--- src/design/gclnc_pkg.sv ---
// ----------------------------------------------------------------------------
// G-code line checker package
// Shared constants, status codes and the line record passed from the byte
// parser to the verdict stage.
// ----------------------------------------------------------------------------
package gclnc_pkg;

	localparam int LINE_CAPACITY = 64;
	localparam int LEN_W         = $clog2(LINE_CAPACITY + 2);
	localparam int QUEUE_DEPTH   = 2;
	localparam int QPTR_W        = $clog2(QUEUE_DEPTH);
	localparam int QCNT_W        = $clog2(QUEUE_DEPTH + 1);

	localparam logic [7:0] CH_CR    = 8'h0D;
	localparam logic [7:0] CH_LF    = 8'h0A;
	localparam logic [7:0] CH_STAR  = 8'h2A;
	localparam logic [7:0] CH_N     = 8'h4E;
	localparam logic [7:0] CH_SEMI  = 8'h3B;
	localparam logic [7:0] CH_SPACE = 8'h20;
	localparam logic [7:0] CH_TAB   = 8'h09;
	localparam logic [7:0] CH_PLUS  = 8'h2B;
	localparam logic [7:0] CH_MINUS = 8'h2D;
	localparam logic [7:0] CH_ZERO  = 8'h30;
	localparam logic [7:0] CH_NINE  = 8'h39;

	localparam logic [31:0] NUM_SAT = 32'h8000_0000;
	localparam logic [31:0] NUM_MAX = 32'h7FFF_FFFF;
	localparam logic [15:0] CHK_SAT = 16'hFFFF;

	typedef enum logic [2:0] {
		ST_OK           = 3'd0,
		ST_BLANK        = 3'd1,
		ST_WRONG_NUMBER = 3'd2,
		ST_MISSING_NUM  = 3'd3,
		ST_MISSING_CHK  = 3'd4,
		ST_CHK_MISMATCH = 3'd5,
		ST_OVERFLOW     = 3'd6
	} status_t;

	typedef struct packed {
		logic        blank;
		logic        overflow;
		logic        has_number;
		logic        star_seen;
		logic [31:0] number;
		logic [7:0]  computed;
		logic [15:0] received;
		logic [6:0]  length;
	} line_rec_t;

	function automatic logic is_digit(input logic [7:0] b);
		return (b >= CH_ZERO) && (b <= CH_NINE);
	endfunction

endpackage

--- src/design/gclnc_front.sv ---
// ----------------------------------------------------------------------------
// G-code line checker byte parser
// Takes one byte per word, tracks the running XOR, the checksum after the
// last star and the line number, and emits one line record per terminator.
// ----------------------------------------------------------------------------
module gclnc_front import gclnc_pkg::*; (
	input  logic      clk,
	input  logic      arst_n,
	input  logic      in_valid,
	output logic      in_ready,
	input  logic [7:0] rx_byte,
	input  logic      q_full,
	output logic      q_push,
	output line_rec_t q_data
);

	typedef enum logic [1:0] {
		PH_BEFORE,
		PH_DIGITS,
		PH_DONE
	} phase_t;

	logic [7:0]       rx_xor_q;
	logic [7:0]       star_xor_q;
	logic             star_seen_q;
	logic [LEN_W-1:0] star_pos_q;
	logic [15:0]      chk_q;
	logic             digits_ended_q;
	logic [LEN_W-1:0] len_q;
	logic             has_n_q;
	logic             semi_q;
	phase_t           phase_q;
	logic             neg_q;
	logic [31:0]      num_q;

	logic        accept;
	logic        is_term;
	logic [35:0] num_prod;
	logic [31:0] num_next;
	logic [19:0] chk_prod;
	logic [15:0] chk_next;
	logic [31:0] num_bits;

	assign in_ready = !q_full;
	assign accept   = in_valid && in_ready;
	assign is_term  = (rx_byte == CH_CR) || (rx_byte == CH_LF);
	assign q_push   = accept && is_term;

	always_comb begin
		num_prod = ({4'd0, num_q} << 3) + ({4'd0, num_q} << 1) + {32'd0, rx_byte[3:0]};
		num_next = (num_prod > {4'd0, NUM_SAT}) ? NUM_SAT : num_prod[31:0];
		chk_prod = ({4'd0, chk_q} << 3) + ({4'd0, chk_q} << 1) + {16'd0, rx_byte[3:0]};
		chk_next = (chk_prod > {4'd0, CHK_SAT}) ? CHK_SAT : chk_prod[15:0];
		if (neg_q) begin
			num_bits = 32'd0 - num_q;
		end else begin
			num_bits = (num_q > NUM_MAX) ? NUM_MAX : num_q;
		end
	end

	always_comb begin
		q_data.blank      = (len_q == '0) || semi_q;
		q_data.overflow   = len_q > LEN_W'(LINE_CAPACITY);
		q_data.has_number = has_n_q;
		q_data.star_seen  = star_seen_q;
		q_data.number     = has_n_q ? num_bits : 32'd0;
		q_data.computed   = star_seen_q ? star_xor_q : rx_xor_q;
		q_data.received   = star_seen_q ? chk_q : 16'd0;
		q_data.length     = star_seen_q ? 7'(star_pos_q) : 7'(len_q);
	end

	always_ff @(posedge clk or negedge arst_n) begin
		if (!arst_n) begin
			rx_xor_q       <= '0;
			star_xor_q     <= '0;
			star_seen_q    <= 1'b0;
			star_pos_q     <= '0;
			chk_q          <= '0;
			digits_ended_q <= 1'b0;
			len_q          <= '0;
			has_n_q        <= 1'b0;
			semi_q         <= 1'b0;
			phase_q        <= PH_BEFORE;
			neg_q          <= 1'b0;
			num_q          <= '0;
		end else if (accept) begin
			if (is_term) begin
				rx_xor_q       <= '0;
				star_xor_q     <= '0;
				star_seen_q    <= 1'b0;
				star_pos_q     <= '0;
				chk_q          <= '0;
				digits_ended_q <= 1'b0;
				len_q          <= '0;
				has_n_q        <= 1'b0;
				semi_q         <= 1'b0;
				phase_q        <= PH_BEFORE;
				neg_q          <= 1'b0;
				num_q          <= '0;
			end else if (len_q >= LEN_W'(LINE_CAPACITY)) begin
				len_q <= LEN_W'(LINE_CAPACITY + 1);
			end else begin
				if (len_q == '0) begin
					has_n_q <= (rx_byte == CH_N);
					semi_q  <= (rx_byte == CH_SEMI);
				end else if (has_n_q) begin
					unique case (phase_q)
						PH_BEFORE: begin
							if ((rx_byte == CH_MINUS) || (rx_byte == CH_PLUS)) begin
								neg_q   <= (rx_byte == CH_MINUS);
								phase_q <= PH_DIGITS;
							end else if (is_digit(rx_byte)) begin
								num_q   <= num_next;
								phase_q <= PH_DIGITS;
							end else if ((rx_byte != CH_SPACE) && (rx_byte != CH_TAB)) begin
								phase_q <= PH_DONE;
							end
						end
						PH_DIGITS: begin
							if (is_digit(rx_byte)) begin
								num_q <= num_next;
							end else begin
								phase_q <= PH_DONE;
							end
						end
						default: begin
						end
					endcase
				end

				if (rx_byte == CH_STAR) begin
					star_xor_q     <= rx_xor_q;
					star_seen_q    <= 1'b1;
					star_pos_q     <= len_q;
					chk_q          <= '0;
					digits_ended_q <= 1'b0;
				end else if (star_seen_q && !digits_ended_q) begin
					if (is_digit(rx_byte)) begin
						chk_q <= chk_next;
					end else begin
						digits_ended_q <= 1'b1;
					end
				end

				rx_xor_q <= rx_xor_q ^ rx_byte;
				len_q    <= len_q + 1'b1;
			end
		end
	end

endmodule

--- src/design/gclnc_queue.sv ---
// ----------------------------------------------------------------------------
// G-code line checker record queue
// Short first-in first-out queue of line records between the parser and
// the verdict stage.
// ----------------------------------------------------------------------------
module gclnc_queue import gclnc_pkg::*; (
	input  logic      clk,
	input  logic      arst_n,
	input  logic      push,
	input  line_rec_t push_data,
	output logic      full,
	input  logic      pop,
	output logic      valid,
	output line_rec_t data
);

	line_rec_t         mem_q [QUEUE_DEPTH];
	logic [QPTR_W-1:0] wr_ptr_q;
	logic [QPTR_W-1:0] rd_ptr_q;
	logic [QCNT_W-1:0] count_q;

	assign full  = count_q == QCNT_W'(QUEUE_DEPTH);
	assign valid = count_q != '0;
	assign data  = mem_q[rd_ptr_q];

	always_ff @(posedge clk) begin
		if (push) begin
			mem_q[wr_ptr_q] <= push_data;
		end
	end

	always_ff @(posedge clk or negedge arst_n) begin
		if (!arst_n) begin
			wr_ptr_q <= '0;
			rd_ptr_q <= '0;
			count_q  <= '0;
		end else begin
			if (push) begin
				wr_ptr_q <= wr_ptr_q + 1'b1;
			end
			if (pop) begin
				rd_ptr_q <= rd_ptr_q + 1'b1;
			end
			if (push && !pop) begin
				count_q <= count_q + 1'b1;
			end else if (pop && !push) begin
				count_q <= count_q - 1'b1;
			end
		end
	end

endmodule

--- src/design/gclnc_back.sv ---
// ----------------------------------------------------------------------------
// G-code line checker verdict stage
// Checks each line record against the expected line number, its checksum and
// the strict mode setting, and holds the verdict in the output register.
// ----------------------------------------------------------------------------
module gclnc_back import gclnc_pkg::*; (
	input  logic        clk,
	input  logic        arst_n,
	input  logic        cfg_write,
	input  logic        cfg_strict,
	input  logic        q_valid,
	input  line_rec_t   q_data,
	output logic        q_pop,
	output logic        out_valid,
	input  logic        out_ready,
	output logic [2:0]  status,
	output logic [31:0] line_number_seen,
	output logic [7:0]  computed_checksum,
	output logic [15:0] received_checksum,
	output logic [6:0]  payload_length
);

	logic        strict_q;
	logic [31:0] expected_q;
	logic        valid_q;
	status_t     status_q;
	logic [31:0] number_q;
	logic [7:0]  computed_q;
	logic [15:0] received_q;
	logic [6:0]  length_q;

	status_t verdict;
	logic    number_match;
	logic    bump;

	assign q_pop = q_valid && (!valid_q || out_ready);

	always_comb begin
		number_match = q_data.number == expected_q;
		bump         = 1'b0;
		verdict      = ST_OK;
		if (q_data.blank) begin
			verdict = ST_BLANK;
		end else if (q_data.overflow) begin
			verdict = ST_OVERFLOW;
		end else begin
			if (q_data.has_number) begin
				if (!number_match) begin
					verdict = ST_WRONG_NUMBER;
				end else begin
					bump = 1'b1;
				end
			end else if (strict_q) begin
				verdict = ST_MISSING_NUM;
			end
			if (verdict == ST_OK) begin
				if (strict_q && !q_data.star_seen) begin
					verdict = ST_MISSING_CHK;
				end else if (q_data.star_seen && ({8'd0, q_data.computed} != q_data.received)) begin
					verdict = ST_CHK_MISMATCH;
				end
			end
		end
	end

	always_ff @(posedge clk or negedge arst_n) begin
		if (!arst_n) begin
			strict_q   <= 1'b0;
			expected_q <= '0;
			valid_q    <= 1'b0;
			status_q   <= ST_OK;
			number_q   <= '0;
			computed_q <= '0;
			received_q <= '0;
			length_q   <= '0;
		end else begin
			if (cfg_write) begin
				strict_q <= cfg_strict;
			end
			if (q_pop) begin
				valid_q  <= 1'b1;
				status_q <= verdict;
				if (bump) begin
					expected_q <= expected_q + 32'd1;
				end
				if (q_data.blank || q_data.overflow) begin
					number_q   <= '0;
					computed_q <= '0;
					received_q <= '0;
					length_q   <= '0;
				end else begin
					number_q   <= q_data.number;
					computed_q <= q_data.computed;
					received_q <= q_data.received;
					length_q   <= q_data.length;
				end
			end else if (out_ready) begin
				valid_q <= 1'b0;
			end
		end
	end

	assign out_valid         = valid_q;
	assign status            = status_q;
	assign line_number_seen  = number_q;
	assign computed_checksum = computed_q;
	assign received_checksum = received_q;
	assign payload_length    = length_q;

endmodule

--- src/design/gcode_line_number_checksum_check.sv ---
// ----------------------------------------------------------------------------
// G-code line number and checksum checker
// Parses a received byte stream and gives one verdict word per line end.
// ----------------------------------------------------------------------------
// The block takes one byte word per clock cycle while the record queue has
// room. Ordinary bytes are always taken while the two-entry record queue has
// room; a CR or LF byte pushes a line record into that queue, and the verdict
// stage turns it into a result word in the output register once the output
// side is free. The queue depth sets how many verdicts may wait on a stalled
// output before input stalls. The strict mode register is written through its
// own channel, which is always ready; the user must change it only while no
// line is in flight, which the block itself does not enforce.
module gcode_line_number_checksum_check import gclnc_pkg::*; (
	input  logic               clk,
	input  logic               arst_n,
	input  logic               cfg_valid,
	output logic               cfg_ready,
	input  logic               strict_mode,
	input  logic               in_valid,
	output logic               in_ready,
	input  logic [7:0]         rx_byte,
	output logic               out_valid,
	input  logic               out_ready,
	output logic [2:0]         status,
	output logic signed [31:0] line_number_seen,
	output logic [7:0]         computed_checksum,
	output logic [15:0]        received_checksum,
	output logic [6:0]         payload_length
);

	logic        q_full;
	logic        q_push;
	line_rec_t   q_in;
	logic        q_pop;
	logic        q_valid;
	line_rec_t   q_out;
	logic [31:0] number;

	assign cfg_ready = 1'b1;

	gclnc_front u_front (
		.clk      (clk),
		.arst_n   (arst_n),
		.in_valid (in_valid),
		.in_ready (in_ready),
		.rx_byte  (rx_byte),
		.q_full   (q_full),
		.q_push   (q_push),
		.q_data   (q_in)
	);

	gclnc_queue u_queue (
		.clk       (clk),
		.arst_n    (arst_n),
		.push      (q_push),
		.push_data (q_in),
		.full      (q_full),
		.pop       (q_pop),
		.valid     (q_valid),
		.data      (q_out)
	);

	gclnc_back u_back (
		.clk               (clk),
		.arst_n            (arst_n),
		.cfg_write         (cfg_valid && cfg_ready),
		.cfg_strict        (strict_mode),
		.q_valid           (q_valid),
		.q_data            (q_out),
		.q_pop             (q_pop),
		.out_valid         (out_valid),
		.out_ready         (out_ready),
		.status            (status),
		.line_number_seen  (number),
		.computed_checksum (computed_checksum),
		.received_checksum (received_checksum),
		.payload_length    (payload_length)
	);

	assign line_number_seen = signed'(number);

endmodule

--- config.mk ---
export PLATFORM = sky130hd
export DESIGN_NAME = gcode_line_number_checksum_check
export DESIGN_NICKNAME = d
export VERILOG_FILES = /design/src/design/gclnc_pkg.sv /design/src/design/gclnc_front.sv /design/src/design/gclnc_queue.sv /design/src/design/gclnc_back.sv /design/src/design/gcode_line_number_checksum_check.sv
export SDC_FILE = /design/constraint.sdc
export NUM_CORES = 1
export LEC_CHECK = 0
export BUFFER_PORTS_ARGS = -buffer_cell sky130_fd_sc_hd__buf_4
export CORE_MARGIN = 2
export CORE_UTILIZATION = 40
export DETAILED_ROUTE_END_ITERATION = 10
export PLACE_DENSITY_LB_ADDON = 0.2
export SLEW_MARGIN = 20
export SYNTH_ARGS = -nofsm -noshare
export SYNTH_HDL_FRONTEND = slang
export SYNTH_SLANG_ARGS = --single-unit
--- constraint.sdc ---
create_clock -name clk -period 6.4 [get_ports clk]
set_clock_uncertainty 0.15 [all_clocks]
set_input_delay 0.64 -clock clk [delete_from_list [all_inputs] [get_ports clk]]
set_output_delay 0.64 -clock clk [all_outputs]
set_load 0.02 [all_outputs]
==> flow_summary.json <==
{
  "end_kind": "register",
  "cts_buffer_depth": 3,
  "drv_cap": 0,
  "ir_worst_vdd_mv": 0.1621,
  "grt_use_total_pct": 17.98,
  "slew_violations": 0,
  "final_layout_size_suffix_gt1_share_pct": 12.65,
  "ant_nets": 0,
  "cts_resized": 0,
  "synth_top_area_share_pct": 27.66,
  "max_freq_mhz": 197.8,
  "yosys_warnings": 0,
  "worst-path-buf-inv": 3,
  "slowest_stage": "a311oi_1",
  "synth_nets": 1643,
  "drt_first_pass_iters": 5,
  "clk_latency_ps": 520,
  "stdcell_area_um2": 19380,
  "path_max_fanout": 27,
  "crit_type": "reg2reg",
  "yosysSeqAreaShare_pct": 51.19,
  "cts_buffers": 37,
  "place_area_um2": 18240,
  "hold_viol": 0,
  "r2r_slack_ps": 1340,
  "fillers": 3889,
  "crit_path_frequent_cell": "inv_1",
  "num_antenna_cells": 0,
  "setup_viol": 0,
  "synth.most_common_cell": "dfrtp_1",
  "rsz0062_at_grt": "no",
  "netlist_area_um2": 17100,
  "cp_cell_sequence": "inv_1 -> fa_1 -> inv_1 -> ha_1 -> a211oi_1 -> nor2_1 -> o21ai_0 -> a22o_1 -> o31ai_1 -> a311oi_1 -> mux2i_1 -> nor4_2 -> buf_4 -> a32o_1",
  "powerDensity_nw_per_um2": 308.1,
  "slew_headroom_pct": 31.81,
  "die_h_um": 210.8,
  "ys.flop_type": "dfrtp_1",
  "coreArea_um2": 42040,
  "ys_ff_latch": 323,
  "clk_pin_slew_ps": 60,
  "fin_crit_sh_pct": 79.01,
  "crit_family": "compound AO/OA/AOI/OAI gates",
  "drc_errors": 0,
  "synthToLayoutAreaGrowth_pct": 13.32,
  "setup_tns_ps": 0,
  "ys_types": 72,
  "place_congestion": 0.8474,
  "port_buffers": 81,
  "required_ps": 6700,
  "antenna_found_initial": 1,
  "netlist_instances": 1525,
  "start_kind": "register",
  "die_width_um": 210.8,
  "grt_pass1_vias": 11520,
  "async_flop_share_pct": 58.51,
  "wire_per_inst_um": 18.52,
  "via_count": 11870,
  "grt_pass1_wl_um": 63880,
  "numClockSinks": 323,
  "arrival_ps": 5360,
  "status": "finished, final reports clean",
  "start_util_pct": 40.68,
  "h-tree-depth": 2,
  "cts-root-buf": "clkbuf_16",
  "place_hpwl_um": 28290,
  "rows": 75,
  "gr-total-overflow": 0,
  "routed_wl_um": 39860,
  "max_slew.worst_pin.slew_ps": 1019,
  "ios": 83,
  "hp-class": "in2reg",
  "avgViaCountPerCell": 5.517,
  "cts_tree": "yes",
  "synth_edf_count": 134,
  "max_stage_delay_ps": 690,
  "leakage_nw": 8.695,
  "min_period_ps": 5057,
  "synthTopCellsByCount": "dfrtp_1 (189), nand2_1 (147), edfxtp_1 (134)",
  "fin_nets": 1703,
  "dieArea_um2": 44420,
  "drtIter0Drc": 835,
  "synth.largest_area_cell": "dfrtp_1",
  "avgSynthCellArea_um2": 11.21,
  "final_util_pct": 46.10,
  "grt_max_degree": 78,
  "synthTopCellsByArea": "dfrtp_1 (28%), edfxtp_1 (24%), ha_1 (7.3%)"
}
stage by stage:
step                hold slack, ps  setup WS (ps)  instances  power (mW)
floorplan                    194.4           1553       1525       3.496
finish                       212.3           1343       2152       5.971
CTS                          197.2           1276       2152       6.040
global route                 206.9          842.8       2152       6.257
global placement             313.1           1189       2084       4.028
detailed placement           318.3          997.5       2084       4.056
layout make-up:
type                       instances  area (um^2)  area share [%]
sequential                       323         8757           45.19
multi-input combinational       1104         8004           41.30
clock buffer                      46        969.7           5.004
timing repair buffer              98        748.2           3.861
tap                              539        674.4           3.480
clock inverter                    21        147.6          0.7618
inverter                          21        78.83          0.4067
placed cells by master, fill, tap and decap left out, types with 22 or more instances in the layout:
cell type / synthesis / layout
a32o_1: 31 / 31
nand2_1: 147 / 147
nand4_1: 22 / 22
o21ai_0: 106 / 106
nor4_1: 24 / 23
nor2_1: 73 / 72
dfrtp_1: 189 / 188
mux2i_1: 70 / 70
nand3_1: 27 / 27
a21oi_1: 47 / 47
edfxtp_1: 134 / 134
and2_1: 26 / 25
nor3_1: 33 / 33
clkbuf_16: 0 / 37
a211oi_1: 37 / 37
xor2_1: 46 / 46
ha_1: 100 / 100
buf_4: 2 / 95
xnor2_1: 83 / 83
where the power goes:
part,internal [mW],switching [mW]
Clock,1.12,0.846
Sequential,2.42,0.257
Combinational,0.552,0.766
Total,4.10,1.87
metal layers:
layer / up-vias / global-route usage (%) / routed length (um)
met5: - / 0 / 0
met3: 49 / 2.394 / 1480
met4: 0 / 4.395 / 658
met2: 196 / 26.61 / 17230
li1: 5821 / - / -
met1: 5806 / 27.77 / 20500
timing repair:
item | CTS | global route
endpoints found under the setup margin | 0 | 0
hold buffers | 1 | 0
setup buffers | 0 | 0
endpoints found under the hold margin | 11 | 0
registers in the layout, indices dropped and copies added, names as in the netlist, 3 cells and up:
| register | cells |
|---|---|
| u_back.expected_q | 32 |
| u_back.status | 3 |
| u_front.star_xor_q | 8 |
| u_front.chk_q | 16 |
| u_back.line_number_seen | 32 |
| u_front.rx_xor_q | 8 |
| u_queue.mem_q | 134 |
| u_back.received_checksum | 16 |
| u_front.num_q | 32 |
| u_front.len_q | 7 |
| u_back.payload_length | 7 |
| u_back.computed_checksum | 8 |
| u_front.star_pos_q | 7 |
logic make-up (layout without fill, tap and decap cells):
logic type	after synthesis	in the layout	share of synthesized area [%]
AND/OR/NAND/NOR	431	431	12.63
adder cells (fa/ha/maj)	104	104	7.785
AO/OA/AOI/OAI	349	349	14.08
other	1	1	0.02193
buffers and inverters	98	186	2.283
flip-flops	323	323	51.19
XOR/XNOR	129	129	6.607
multiplexers	90	90	5.414
path summary, 6_finish.rpt:
kind                                          start                        to  cells past startpoint
min reg2reg                u_back.payload_length[1]  u_back.payload_length[1]                      2
min in group asynchronous                    arst_n          u_front.chk_q[8]                      2
max                                u_front.num_q[0]         u_front.num_q[13]                     14
max in group asynchronous                    arst_n          u_queue.rd_ptr_q                      3
max reg2reg                        u_front.num_q[0]         u_front.num_q[13]                     14
min                                     strict_mode           u_back.strict_q                      2
(Power assumes the default switching activity.)
